[src/rtl/core/assert_macros.svh]
// Assertion macros shared by the shift/rotate unit RTL.
// No dependencies; the assertions compile away when SYNTHESIS is defined.
`ifndef ASSERT_MACROS_SVH
`define ASSERT_MACROS_SVH

`ifndef SYNTHESIS

// Property must hold at every clock edge outside of reset.
`define SRU_ASSERT(lbl, clk, rst, prop, msg) \
   lbl: assert property (@(posedge clk) disable iff (rst) (prop)) else $error(msg);

// Expression must never be true outside of reset.
`define SRU_ASSERT_NEVER(lbl, clk, rst, expr, msg) \
   `SRU_ASSERT(lbl, clk, rst, !(expr), msg)

`else

`define SRU_ASSERT(lbl, clk, rst, prop, msg)
`define SRU_ASSERT_NEVER(lbl, clk, rst, expr, msg)

`endif

`endif

[src/rtl/core/sru_pkg.sv]
// Package for the shift/rotate unit: widths, operation kinds, size helpers
// and the structs passed between the sequencer and the one-bit step unit.
// No dependencies.
package sru_pkg;

   localparam int DATA_W  = 32;
   localparam int OP_W    = 3;
   localparam int SIZE_W  = 2;
   localparam int CNTF_W  = 3;
   localparam int CNT_W   = 6;

   // Operation family, taken from the upper two opcode bits.
   typedef enum logic [1:0] {
      KIND_ARITH = 2'd0,
      KIND_LOGIC = 2'd1,
      KIND_ROTX  = 2'd2,
      KIND_ROT   = 2'd3
   } kind_type;

   localparam logic [SIZE_W-1:0] SIZE_BYTE = 2'd0;
   localparam logic [SIZE_W-1:0] SIZE_WORD = 2'd1;

   typedef struct packed {
      kind_type            kind;
      logic                left;
      logic [SIZE_W-1:0]   size;
   } step_ctrl_type;

   typedef struct packed {
      logic [DATA_W-1:0]   v;
      logic                x;
      logic                last;
      logic                vflag;
   } step_state_type;

   // Any size code other than byte or word acts as long.
   function automatic logic [DATA_W-1:0] size_mask(input logic [SIZE_W-1:0] size);
      logic [DATA_W-1:0] m;
      case (size)
         SIZE_BYTE: m = 32'h0000_00FF;
         SIZE_WORD: m = 32'h0000_FFFF;
         default:   m = 32'hFFFF_FFFF;
      endcase
      return m;
   endfunction

   function automatic logic [DATA_W-1:0] size_msb(input logic [SIZE_W-1:0] size);
      logic [DATA_W-1:0] m;
      case (size)
         SIZE_BYTE: m = 32'h0000_0080;
         SIZE_WORD: m = 32'h0000_8000;
         default:   m = 32'h8000_0000;
      endcase
      return m;
   endfunction

endpackage

[src/rtl/core/sru_step.sv]
// One-bit shift/rotate step of the shift/rotate unit.
// Depends on sru_pkg.
module sru_step (
   input  sru_pkg::step_ctrl_type   ctrl,
   input  logic                     sign,
   input  sru_pkg::step_state_type  cur,
   output sru_pkg::step_state_type  nxt
);
   import sru_pkg::*;

   logic [DATA_W-1:0] mask;
   logic [DATA_W-1:0] msb;
   logic [DATA_W-1:0] sh;
   logic              top;
   logic              new_top;

   always_comb begin
      mask    = size_mask(ctrl.size);
      msb     = size_msb(ctrl.size);
      top     = |(cur.v & msb);
      nxt     = cur;
      sh      = '0;
      new_top = 1'b0;
      if (ctrl.left) begin
         nxt.last = top;
         sh       = (cur.v << 1) & mask;
         new_top  = |(sh & msb);
         case (ctrl.kind)
            KIND_ARITH: begin
               if (top != new_top) nxt.vflag = 1'b1;
            end
            KIND_ROTX: begin
               sh    = sh | {{(DATA_W-1){1'b0}}, cur.x};
               nxt.x = top;
            end
            KIND_ROT: sh = sh | {{(DATA_W-1){1'b0}}, top};
            default: ;
         endcase
      end else begin
         nxt.last = cur.v[0];
         sh       = cur.v >> 1;
         case (ctrl.kind)
            KIND_ARITH: begin
               if (sign) sh = sh | msb;
            end
            KIND_ROTX: begin
               if (cur.x) sh = sh | msb;
               nxt.x = cur.v[0];
            end
            KIND_ROT: begin
               if (cur.v[0]) sh = sh | msb;
            end
            default: ;
         endcase
      end
      nxt.v = sh;
   end

endmodule

[src/rtl/core/shift_rotate_unit.sv]
// Shift/rotate unit in the style of a 68000 integer core: ASR, ASL, LSR,
// LSL, ROXR, ROXL, ROR and ROL on the byte, word or long part of a 32-bit
// operand, with the X, N, Z, V and C flags. Depends on sru_pkg, sru_step
// and assert_macros.svh.
//
// A request beat carries the opcode, size, count source and operand. The
// unit moves the operand by one bit per clock through a single shared step
// unit, for a shift count N (0 to 63 from a register, 1 to 8 from the
// immediate field, where 0 means 8): the run state takes one step per bit,
// then the flags state forms the flags and the merged result, and the output
// state presents the response beat. The unit works on one item at a time;
// req_ready rises again in the clock after the response beat is taken.
// Bits above the operand size pass through unchanged.
module shift_rotate_unit (
   input  logic                          clock,
   input  logic                          reset,

   input  logic                          req_valid,
   output logic                          req_ready,
   input  logic [sru_pkg::OP_W-1:0]      req_opcode,
   input  logic [sru_pkg::SIZE_W-1:0]    req_size,
   input  logic                          req_count_from_register,
   input  logic [sru_pkg::CNTF_W-1:0]    req_count_field,
   input  logic [sru_pkg::DATA_W-1:0]    req_count_register_value,
   input  logic [sru_pkg::DATA_W-1:0]    req_operand,
   input  logic                          req_x_in,

   output logic                          rsp_valid,
   input  logic                          rsp_ready,
   output logic [sru_pkg::DATA_W-1:0]    rsp_result,
   output logic                          rsp_x_out,
   output logic                          rsp_n_out,
   output logic                          rsp_z_out,
   output logic                          rsp_v_out,
   output logic                          rsp_c_out
);
   import sru_pkg::*;

`include "assert_macros.svh"

   // Sequencer states, one-hot.
   typedef enum logic [3:0] {
      ST_IDLE  = 4'b0001,
      ST_RUN   = 4'b0010,
      ST_FLAGS = 4'b0100,
      ST_OUT   = 4'b1000
   } state_type;

   state_type          state_ff, state_in;
   logic [CNT_W-1:0]   cnt_ff, cnt_in;
   logic               cnt_zero_ff, cnt_zero_in;
   step_ctrl_type      ctrl_ff, ctrl_in;
   step_state_type     work_ff, work_in;
   step_state_type     step_out;
   logic               sign_ff, sign_in;
   logic [DATA_W-1:0]  operand_ff, operand_in;

   logic [DATA_W-1:0]  result_ff, result_in;
   logic               x_out_ff, x_out_in;
   logic               n_out_ff, n_out_in;
   logic               z_out_ff, z_out_in;
   logic               v_out_ff, v_out_in;
   logic               c_out_ff, c_out_in;

   logic [CNT_W-1:0]   load_cnt;
   logic [DATA_W-1:0]  mask;
   logic [DATA_W-1:0]  msb;
   logic [DATA_W-1:0]  req_mask;
   logic               req_beat;
   logic               shift_kind;

   // The single shared step unit; the sequencer feeds its output back into
   // the working registers once per clock while the count runs down.
   sru_step u_step (
      .ctrl (ctrl_ff),
      .sign (sign_ff),
      .cur  (work_ff),
      .nxt  (step_out)
   );

   assign req_ready = (state_ff == ST_IDLE);
   assign rsp_valid = (state_ff == ST_OUT);
   assign req_beat  = req_valid && req_ready;

   assign rsp_result = result_ff;
   assign rsp_x_out  = x_out_ff;
   assign rsp_n_out  = n_out_ff;
   assign rsp_z_out  = z_out_ff;
   assign rsp_v_out  = v_out_ff;
   assign rsp_c_out  = c_out_ff;

   // Register counts use the low six bits; an immediate zero stands for eight.
   always_comb begin
      if (req_count_from_register) begin
         load_cnt = req_count_register_value[CNT_W-1:0];
      end else if (req_count_field == '0) begin
         load_cnt = CNT_W'(8);
      end else begin
         load_cnt = CNT_W'(req_count_field);
      end
   end

   assign req_mask   = size_mask(req_size);
   assign mask       = size_mask(ctrl_ff.size);
   assign msb        = size_msb(ctrl_ff.size);
   assign shift_kind = (ctrl_ff.kind == KIND_ARITH) || (ctrl_ff.kind == KIND_LOGIC);

   always_comb begin
      state_in    = state_ff;
      cnt_in      = cnt_ff;
      cnt_zero_in = cnt_zero_ff;
      ctrl_in     = ctrl_ff;
      work_in     = work_ff;
      sign_in     = sign_ff;
      operand_in  = operand_ff;
      result_in   = result_ff;
      x_out_in    = x_out_ff;
      n_out_in    = n_out_ff;
      z_out_in    = z_out_ff;
      v_out_in    = v_out_ff;
      c_out_in    = c_out_ff;

      unique case (state_ff)
         ST_IDLE: begin
            if (req_beat) begin
               ctrl_in.kind  = kind_type'(req_opcode[OP_W-1:1]);
               ctrl_in.left  = req_opcode[0];
               ctrl_in.size  = req_size;
               operand_in    = req_operand;
               work_in.v     = req_operand & req_mask;
               work_in.x     = req_x_in;
               work_in.last  = 1'b0;
               work_in.vflag = 1'b0;
               sign_in       = |(req_operand & size_msb(req_size));
               cnt_in        = load_cnt;
               cnt_zero_in   = (load_cnt == '0);
               state_in      = (load_cnt == '0) ? ST_FLAGS : ST_RUN;
            end
         end
         ST_RUN: begin
            work_in = step_out;
            cnt_in  = cnt_ff - CNT_W'(1);
            if (cnt_ff == CNT_W'(1)) state_in = ST_FLAGS;
         end
         ST_FLAGS: begin
            // The last bit out is still zero when no step ran, which gives
            // the zero-count carry of shifts and plain rotates for free.
            result_in = (operand_ff & ~mask) | work_ff.v;
            n_out_in  = |(work_ff.v & msb);
            z_out_in  = (work_ff.v == '0);
            v_out_in  = work_ff.vflag;
            if (ctrl_ff.kind == KIND_ROTX) begin
               c_out_in = work_ff.x;
               x_out_in = work_ff.x;
            end else if (shift_kind && !cnt_zero_ff) begin
               c_out_in = work_ff.last;
               x_out_in = work_ff.last;
            end else begin
               // Plain rotates and zero-count shifts keep the incoming X.
               c_out_in = work_ff.last;
               x_out_in = work_ff.x;
            end
            state_in = ST_OUT;
         end
         ST_OUT: begin
            if (rsp_ready) state_in = ST_IDLE;
         end
         default: state_in = ST_IDLE;
      endcase
   end

   always_ff @(posedge clock) begin
      if (reset) begin
         state_ff <= ST_IDLE;
      end else begin
         state_ff <= state_in;
      end
   end

   always_ff @(posedge clock) begin
      cnt_ff      <= cnt_in;
      cnt_zero_ff <= cnt_zero_in;
      ctrl_ff     <= ctrl_in;
      work_ff     <= work_in;
      sign_ff     <= sign_in;
      operand_ff  <= operand_in;
      result_ff   <= result_in;
      x_out_ff    <= x_out_in;
      n_out_ff    <= n_out_in;
      z_out_ff    <= z_out_in;
      v_out_ff    <= v_out_in;
      c_out_ff    <= c_out_in;
   end

   // The unit never offers a new request slot while a response is pending.
   `SRU_ASSERT_NEVER(a_one_item, clock, reset, req_ready && rsp_valid, "ready while response pending")
   // The bit loop only runs with steps left to do.
   `SRU_ASSERT_NEVER(a_run_cnt, clock, reset, (state_ff == ST_RUN) && (cnt_ff == '0), "run with zero count")
   // A request beat closes the request side on the next clock.
   `SRU_ASSERT(a_busy_after_req, clock, reset, req_beat |=> !req_ready, "ready right after request beat")
   // A taken response reopens the request side on the next clock.
   `SRU_ASSERT(a_ready_after_rsp, clock, reset, (rsp_valid && rsp_ready) |=> req_ready, "not ready after response beat")
   // Overflow can only come from an arithmetic left shift.
   `SRU_ASSERT(a_v_only_asl, clock, reset, (rsp_valid && !((ctrl_ff.kind == KIND_ARITH) && ctrl_ff.left)) |-> !rsp_v_out, "V set outside ASL")

endmodule

[config.mk]
export PLATFORM = sky130hd
export DESIGN_NAME = shift_rotate_unit
export DESIGN_NICKNAME = d
export VERILOG_FILES = /design/src/rtl/core/sru_pkg.sv /design/src/rtl/core/sru_step.sv /design/src/rtl/core/shift_rotate_unit.sv
export VERILOG_INCLUDE_DIRS = /design/src /design/src/rtl/core
export SDC_FILE = /design/constraint.sdc
export NUM_CORES = 1
export LEC_CHECK = 0
export ABC_AREA = 0
export BUFFER_PORTS_ARGS = -buffer_cell sky130_fd_sc_hd__buf_2
export CAP_MARGIN = 20
export CORE_MARGIN = 2
export CORE_UTILIZATION = 30
export CTS_CLUSTER_DIAMETER = 50
export DETAILED_ROUTE_END_ITERATION = 8
export RECOVER_POWER = 50
export SLEW_MARGIN = 20
export SYNTH_ARGS = -nofsm -noshare
export SYNTH_HDL_FRONTEND = slang
export SYNTH_SLANG_ARGS = --single-unit
[constraint.sdc]
create_clock -name clock -period 7.1 [get_ports clock]
set_input_delay 0.355 -clock clock [delete_from_list [all_inputs] [get_ports clock]]
set_output_delay 0.355 -clock clock [all_outputs]
set_load 0.01 [all_outputs]
# Yosys cells after proc, flatten, opt, wreduce, memory -nomap -nowiden
# Cells that the tools add are included.
dict set report word_totals {
  register_bits 121
  latchBits 0
  ram_bits 0
  mem_bits_ro 0
  in_bits 78
  out_inout_bits 39
  word_cells 99
  memories 0
}
dict set report classes {
  n_addsub 1
  multipliers 0
  n_div 0
  magnitude_cmp 0
  eq_ne 18
  shift 0
  muxes 32
  n_bitwise 11
  n_reduce_logical 19
}
# op n
set ops {}
lappend ops {{one-hot mux 32 bit (2 select lines)} 5}
lappend ops {{AND 32 bit} 6}
lappend ops {{two-way mux 32 bit} 6}
lappend ops {{one-hot mux 32 bit (3 select lines)} 1}
lappend ops {{OR reduction 32 bit} 3}
lappend ops {{one-hot mux 35 bit (2 select lines)} 1}
lappend ops {{OR 32 x 1 -> 32 bit} 2}
lappend ops {{two-way mux 35 bit} 1}
lappend ops {{zero test 32 bit} 1}
lappend ops {{NOT 32 bit} 1}
lappend ops {{OR 31 x 32 -> 32 bit} 1}
lappend ops {{OR 32 bit} 1}
lappend ops {{two-way mux 4 bit} 4}
lappend ops {{one-hot mux 4 bit (4 select lines)} 1}
lappend ops {{two-way mux 6 bit} 2}
lappend ops {{one-hot mux 6 bit (2 select lines)} 1}
lappend ops {{two-way mux 1 bit} 8}
lappend ops {{!= test 2 bit (second input constant)} 4}
lappend ops {{equality test 2 x 1 -> 1 bit (second input constant)} 3}
lappend ops {{equality test 6 x 1 -> 1 bit (second input constant)} 1}
lappend ops {{zero test 2 bit} 3}
lappend ops {{zero test 6 bit} 1}
lappend ops {{!= test 2 x 1 -> 1 bit (second input constant)} 3}
lappend ops {{AND reduction 3 bit} 2}
lappend ops {{16 further kinds} 19}

# Depth between registers and ports, before layout
dict set report depth {
  word_depth 10
  mapped_depth 6
}

# Hierarchy
# A second synthesis with hierarchy kept.
dict set report hier_totals {
  hier_cells 448
  area_unflattened_um2 5245.0
}
# module n_inst cells_each area_per_inst_um2 seq_area_each_um2
set modules_own_cells {}
lappend modules_own_cells {shift_rotate_unit 1 330 4590.7 3353.2}
lappend modules_own_cells {sru_step 1 118 654.4 0.0}

# Worst setup path after synthesis
# OpenSTA, ideal clock, no wires.
dict set report synth_timing {
  path_type {register to register}
  from {register state_ff[2]}
  to {register state_ff[3]}
  arrival_time_ns 4.931
  required_ns 7.024
  path_slack_ns 2.093
  stages_incl_launch_ff 3
  path_buffers 0
  period_less_slack_ns 5.007
  cell_sequence {dfxtp_1 > nor4b_1 > o211a_1}
}
dict set report synth_via {
  elab_chain_len 4
  elab_cells_between_ends 10
}
# item line_no
set synth_lines {}
lappend synth_lines {{start: declaration} shift_rotate_unit.sv:49} ;# state_type state_ff, state_in;
lappend synth_lines {{start signal: assignment} shift_rotate_unit.sv:176} ;# state_ff <= state_in;
lappend synth_lines {{equality test 4 x 1 -> 1 bit} {shift_rotate_unit.sv:81, shift_rotate_unit.sv:123}}
lappend synth_lines {{logical AND 1 bit} shift_rotate_unit.sv:83} ;# assign req_beat = req_valid && req_ready;
lappend synth_lines {{!= test 2 x 1 -> 1 bit (no source line)} n/a}
lappend synth_lines {{AND reduction 3 bit (no source line)} n/a}
# Several ways; a longest one is shown, not always the timed one.
# A chain may end at the register's enable or synchronous reset.

==> results.txt <==
- Walking the worst path, the cells encountered are inv_1, nor2_1, a22oi_1, o21ai_1.
- After synthesis, the share of flip-flops with an asynchronous set or reset is 0%.
- The worst register-to-register path begins at ctrl_ff[2]$_DFFE_PP_.
- Counting instances, the worst hold path has a depth of 1.
* Synth warn: 0
* Vias: 3356
- Worst hold start: req_opcode[2]
* Depth of the critical timing path with buffers and inverters included: 4
- Area of the placeable core: approximately 16000 sq um
* Post-layout minimum cycle time: just under 3 ns
* Ratio of cells with drive above 1 in the final layout: approximately 15%
- Req. time, crit path: 7.36 ns
- Tightest Hold Check Type: in2reg
* Number of cells on the worst reg-to-reg path: 4
- Row count: 46
- Via density: 4.906
- Number of global-route vias before repair: between 3000 and 4000
* Clock Power Share: 34.4%
- Kind of critical path: reg2reg
* Count of flip-flops with a built-in enable after synthesis: around 110
- The final number of max-transition violations came to 40.
* Post-CTS resize count: 0
- After synthesis, flip-flops and latches occupy 68.91% of the total area.
- Number of storage elements in the synthesis netlist: approximately 110
- VDD sags by at most approximately 0.17 mV.
- Storage element area: about 3400 sq um
* R2R Setup Slk: around 4.1 ns
* Netlist Area Pre-Place: 4866 sq um
- Headroom to the max-slew limit: -56.45%
* Router iterations before antenna repair: 5
- Horizontal die dimension: 131.4 microns
* Post-synthesis net count: between 400 and 500
- The worst setup path is captured at a flop.
- Dividing the detail-routed wire length by the instance count gives 17.16 microns.
- about 120 I/O pins were placed.
- Overall global routing resource usage: ~14%
- Setup skew after layout: roughly 0.0095 ns
- Post-Place Cell Area: 5532 sq um
- Internal power component: approximately 1.6 mW
* Initial antenna violation count: 1
- TritonCTS built the clock tree.
- Together, buffers and inverters on the worst path number 1.
- Largest net degree at the start of global routing: 72
- First-pass GRT wire length: about 19000 microns
* Total power density per cell area: 387.9 nW/um^2
- Broken down by cell family, the worst path's largest delay share belongs to flip-flops.
- The tool flagged a number of max-cap violations equal to 1.
* Count of placed standard cells in the final layout, fillers left out: between 600 and 700
- Avg Cell Area, Syn: around 13 sq um
* DRC violation count after routing: 0
* Most used flip-flop cell after synthesis: sky130_fd_sc_hd__edfxtp_1
- The layout has approximately 1600 filler cells.
- Clock root buffer: sky130_fd_sc_hd__clkbuf_16
* Buffers inserted by post-CTS timing repair: 0
- Clk Latency, worst-skew pair: a little over 0.4 ns
- For the worst setup path, the data arrival time is approximately 3.2 ns.
* Overall die area: approximately 17000 sq um
- Setup violations remaining at the end of the flow were counted as 0.
* Setup total negative slack: 0 ns
- Share of total power in combinational logic: 18.8%
- Proportion of total power due to net switching: between 30% and 40%
- In the finished design, the share of the clock period the worst path needs comes to 41.90%.
- Net switching power figure: ~700 uW
- Buffers inserted during clock tree synthesis total 17.
* Non-Filler Cell Area, Final: between 6000 and 7000 sq um
- Syn-to-layout area delta: 23.35%
* Achievable clock frequency: roughly 340 MHz
- Clock transition at the register clock pins on the worst setup and hold paths after CTS: approximately 0.060 ns
- Unrepaired setup endpoints after global routing: no
- Registers are responsible for between 40% and 50% of the overall power.
- Of all nets on the critical path, the largest fanout is 24.
- Once the floorplan was initialized, standard cells occupied between 30% and 40% of the core.
- The slowest stage of the critical path belongs to the cell sky130_fd_sc_hd__edfxtp_1.
- Final Hold Violating Endpoints: 0
- Counting tap cells, the placed design contains a total of 651 instances.
* Final Net Count: 534
* Leakage component of the power: ~2.2 nW
- Summed over all layers, the routed wires come to between 10000 and 15000 microns.
- Number of nets still failing antenna checks after routing: 0
* Initial detailed-routing violation count: 178
- TritonCTS Sinks: 113
- Number of hold buffers added after CTS: 0
* Run status: finished with violations
- Crit. Startpoint: ctrl_ff[2]$_DFFE_PP_
* Critical path launch point type: flop
* Slew at the pin closest to its max-slew limit: 2.347 ns
- Gr ovfl total: 0
- For this run, the slowest stage of the critical path takes around 0.94 ns.
- In this run the vertical extent of the chip is around 130 microns.
- Number of instances in the synthesized netlist: about 360
- Gp weighted congestion: ~0.79
- In the final layout, the multi-input gates occupy approximately 1400 sq um.
* DP Wirelength: between 7000 and 8000 microns
* Violated checks: capacitance limit, slew limit
- Buffers placed on the I/O ports in this run total 90.
* Distinct cell type count of the synthesized netlist: 44
- In this run the deepest clock path goes through 2 buffers.
- Number of H-tree levels: 4
## routing by layer
metal	routed length [microns]	up-vias	track usage (%)	part of all wire, %
met3	694	11	4.745	5.9
met2	5578	107	21.84	48
met5	11	-	0	0.094
li1	-	1599	-	-
met4	125	2	6.582	1.1
met1	5327	1637	17.79	45
## path summary, 6_finish.rpt
check,endpoint
worst max-delay path,work_ff[20]$_DFFE_PP_
worst min-delay path,ctrl_ff[4]$_DFFE_PP_
worst max register to register,work_ff[20]$_DFFE_PP_
worst min register to register,rsp_v_out$_DFFE_PP_
## kinds of logic after synthesis
logic type               after synthesis  synth area share, %
flip-flops                           113                68.91
AO/OA/AOI/OAI                        106                13.65
AND/OR/NAND/NOR                       90                10.11
buffers and inverters                 30                2.572
multiplexers                          16                3.343
XOR/XNOR                               5               0.9001
adder cells (fa/ha/maj)                2               0.5142
## metrics by stage
stage               util [%]  setup slack (ns)  hold WS, ns  total power, mW
floorplan                  -             2.093       0.4003            1.376
global placement       34.82             4.177       0.4579            1.526
detailed placement     34.82             4.184       0.4530            1.542
CTS                    38.31             4.142       0.1103            2.353
global route           37.77             3.861       0.1128            2.446
finish                 37.78             4.125       0.1234            2.328
## flip-flops by register name, indices dropped and copies added, names as in the netlist
name and flops:
rsp_result 32, rsp_z_out 1, ctrl_ff 5, state_ff 4, cnt_ff 6, rsp_v_out 1
work_ff 35, rsp_x_out 1, operand_ff 24, sign_ff 1, rsp_n_out 1, cnt_zero_ff 1
rsp_c_out 1
## final cells by class
class / count / area share (%)
Tap cell: 216 / 4.503
Timing Repair Buffer: 94 / 6.671
Sequential cell: 113 / 55.87
Antenna cell: 1 / 0.04169
Clock inverter: 12 / 1.960
Clock buffer: 20 / 7.275
Multi-Input combinational cell: 219 / 23.12
Inverter: 9 / 0.5629
## power by group through the flow
stage | registers [mW] | logic, mW | clock network, mW
after floorplan | 1.05 | 0.330 | 0
after global placement | 1.09 | 0.434 | 0
after detailed placement | 1.10 | 0.443 | 0
after CTS | 1.09 | 0.448 | 0.816
after global routing | 1.11 | 0.492 | 0.846
final | 1.09 | 0.438 | 0.801
## worst reg2reg max path: stages, from the launching register on
cell and delay (ns):
sky130_fd_sc_hd__edfxtp_1 0.94, sky130_fd_sc_hd__inv_1 0.64, sky130_fd_sc_hd__nor2_1 0.90, sky130_fd_sc_hd__a22oi_1 0.18, sky130_fd_sc_hd__o21ai_1 0.17
## placed cells by master, fill, tap and decap left out, types with 4 or more instances in the layout
| cell | netlist | layout |
|---|---|---|
| sky130_fd_sc_hd__a21oi_1 | 16 | 16 |
| sky130_fd_sc_hd__nor4_1 | 11 | 11 |
| sky130_fd_sc_hd__clkbuf_16 | 0 | 17 |
| sky130_fd_sc_hd__dfxtp_1 | 4 | 4 |
| sky130_fd_sc_hd__a21o_1 | 24 | 24 |
| sky130_fd_sc_hd__edfxtp_1 | 109 | 109 |
| sky130_fd_sc_hd__nand3_1 | 28 | 28 |
| sky130_fd_sc_hd__clkbuf_1 | 13 | 65 |
| sky130_fd_sc_hd__nand2_1 | 16 | 16 |
| sky130_fd_sc_hd__nor2_1 | 8 | 8 |
| sky130_fd_sc_hd__inv_1 | 7 | 8 |
| sky130_fd_sc_hd__clkinv_2 | 0 | 6 |
| sky130_fd_sc_hd__a22oi_1 | 14 | 14 |
| sky130_fd_sc_hd__mux2i_1 | 14 | 14 |
| sky130_fd_sc_hd__buf_2 | 1 | 29 |
| sky130_fd_sc_hd__and3_1 | 9 | 9 |
| sky130_fd_sc_hd__o21ai_1 | 39 | 39 |
## cells in the mapped netlist, types with 2 or more instances
library cell	number	area share (%)
sky130_fd_sc_hd__buf_1	5	0.39
sky130_fd_sc_hd__dfxtp_1	4	1.6
sky130_fd_sc_hd__mux2_2	2	0.46
sky130_fd_sc_hd__a22oi_1	14	2.2
sky130_fd_sc_hd__nor4b_1	2	0.36
sky130_fd_sc_hd__xor2_1	2	0.36
sky130_fd_sc_hd__and3_1	9	1.2
sky130_fd_sc_hd__a21o_1	24	3.7
sky130_fd_sc_hd__clkbuf_1	13	1.0
sky130_fd_sc_hd__nand4_1	2	0.26
sky130_fd_sc_hd__nor3_1	2	0.21
sky130_fd_sc_hd__nor4_1	11	1.4
sky130_fd_sc_hd__ha_1	2	0.51
sky130_fd_sc_hd__nor2_1	8	0.62
sky130_fd_sc_hd__xnor2_1	3	0.54
sky130_fd_sc_hd__o21ai_1	39	4.0
sky130_fd_sc_hd__a21oi_1	16	1.6
sky130_fd_sc_hd__inv_2	2	0.15
sky130_fd_sc_hd__nand2b_1	2	0.26
sky130_fd_sc_hd__nor2b_1	2	0.26
sky130_fd_sc_hd__nand2_1	16	1.2
sky130_fd_sc_hd__mux2i_1	14	2.9
sky130_fd_sc_hd__or3b_1	2	0.36
sky130_fd_sc_hd__inv_1	7	0.54
sky130_fd_sc_hd__edfxtp_1	109	67
sky130_fd_sc_hd__o21ai_0	3	0.31
sky130_fd_sc_hd__nand3_1	28	2.9
sky130_fd_sc_hd__a211oi_1	3	0.46
Power figures use the tool's default switching activity.
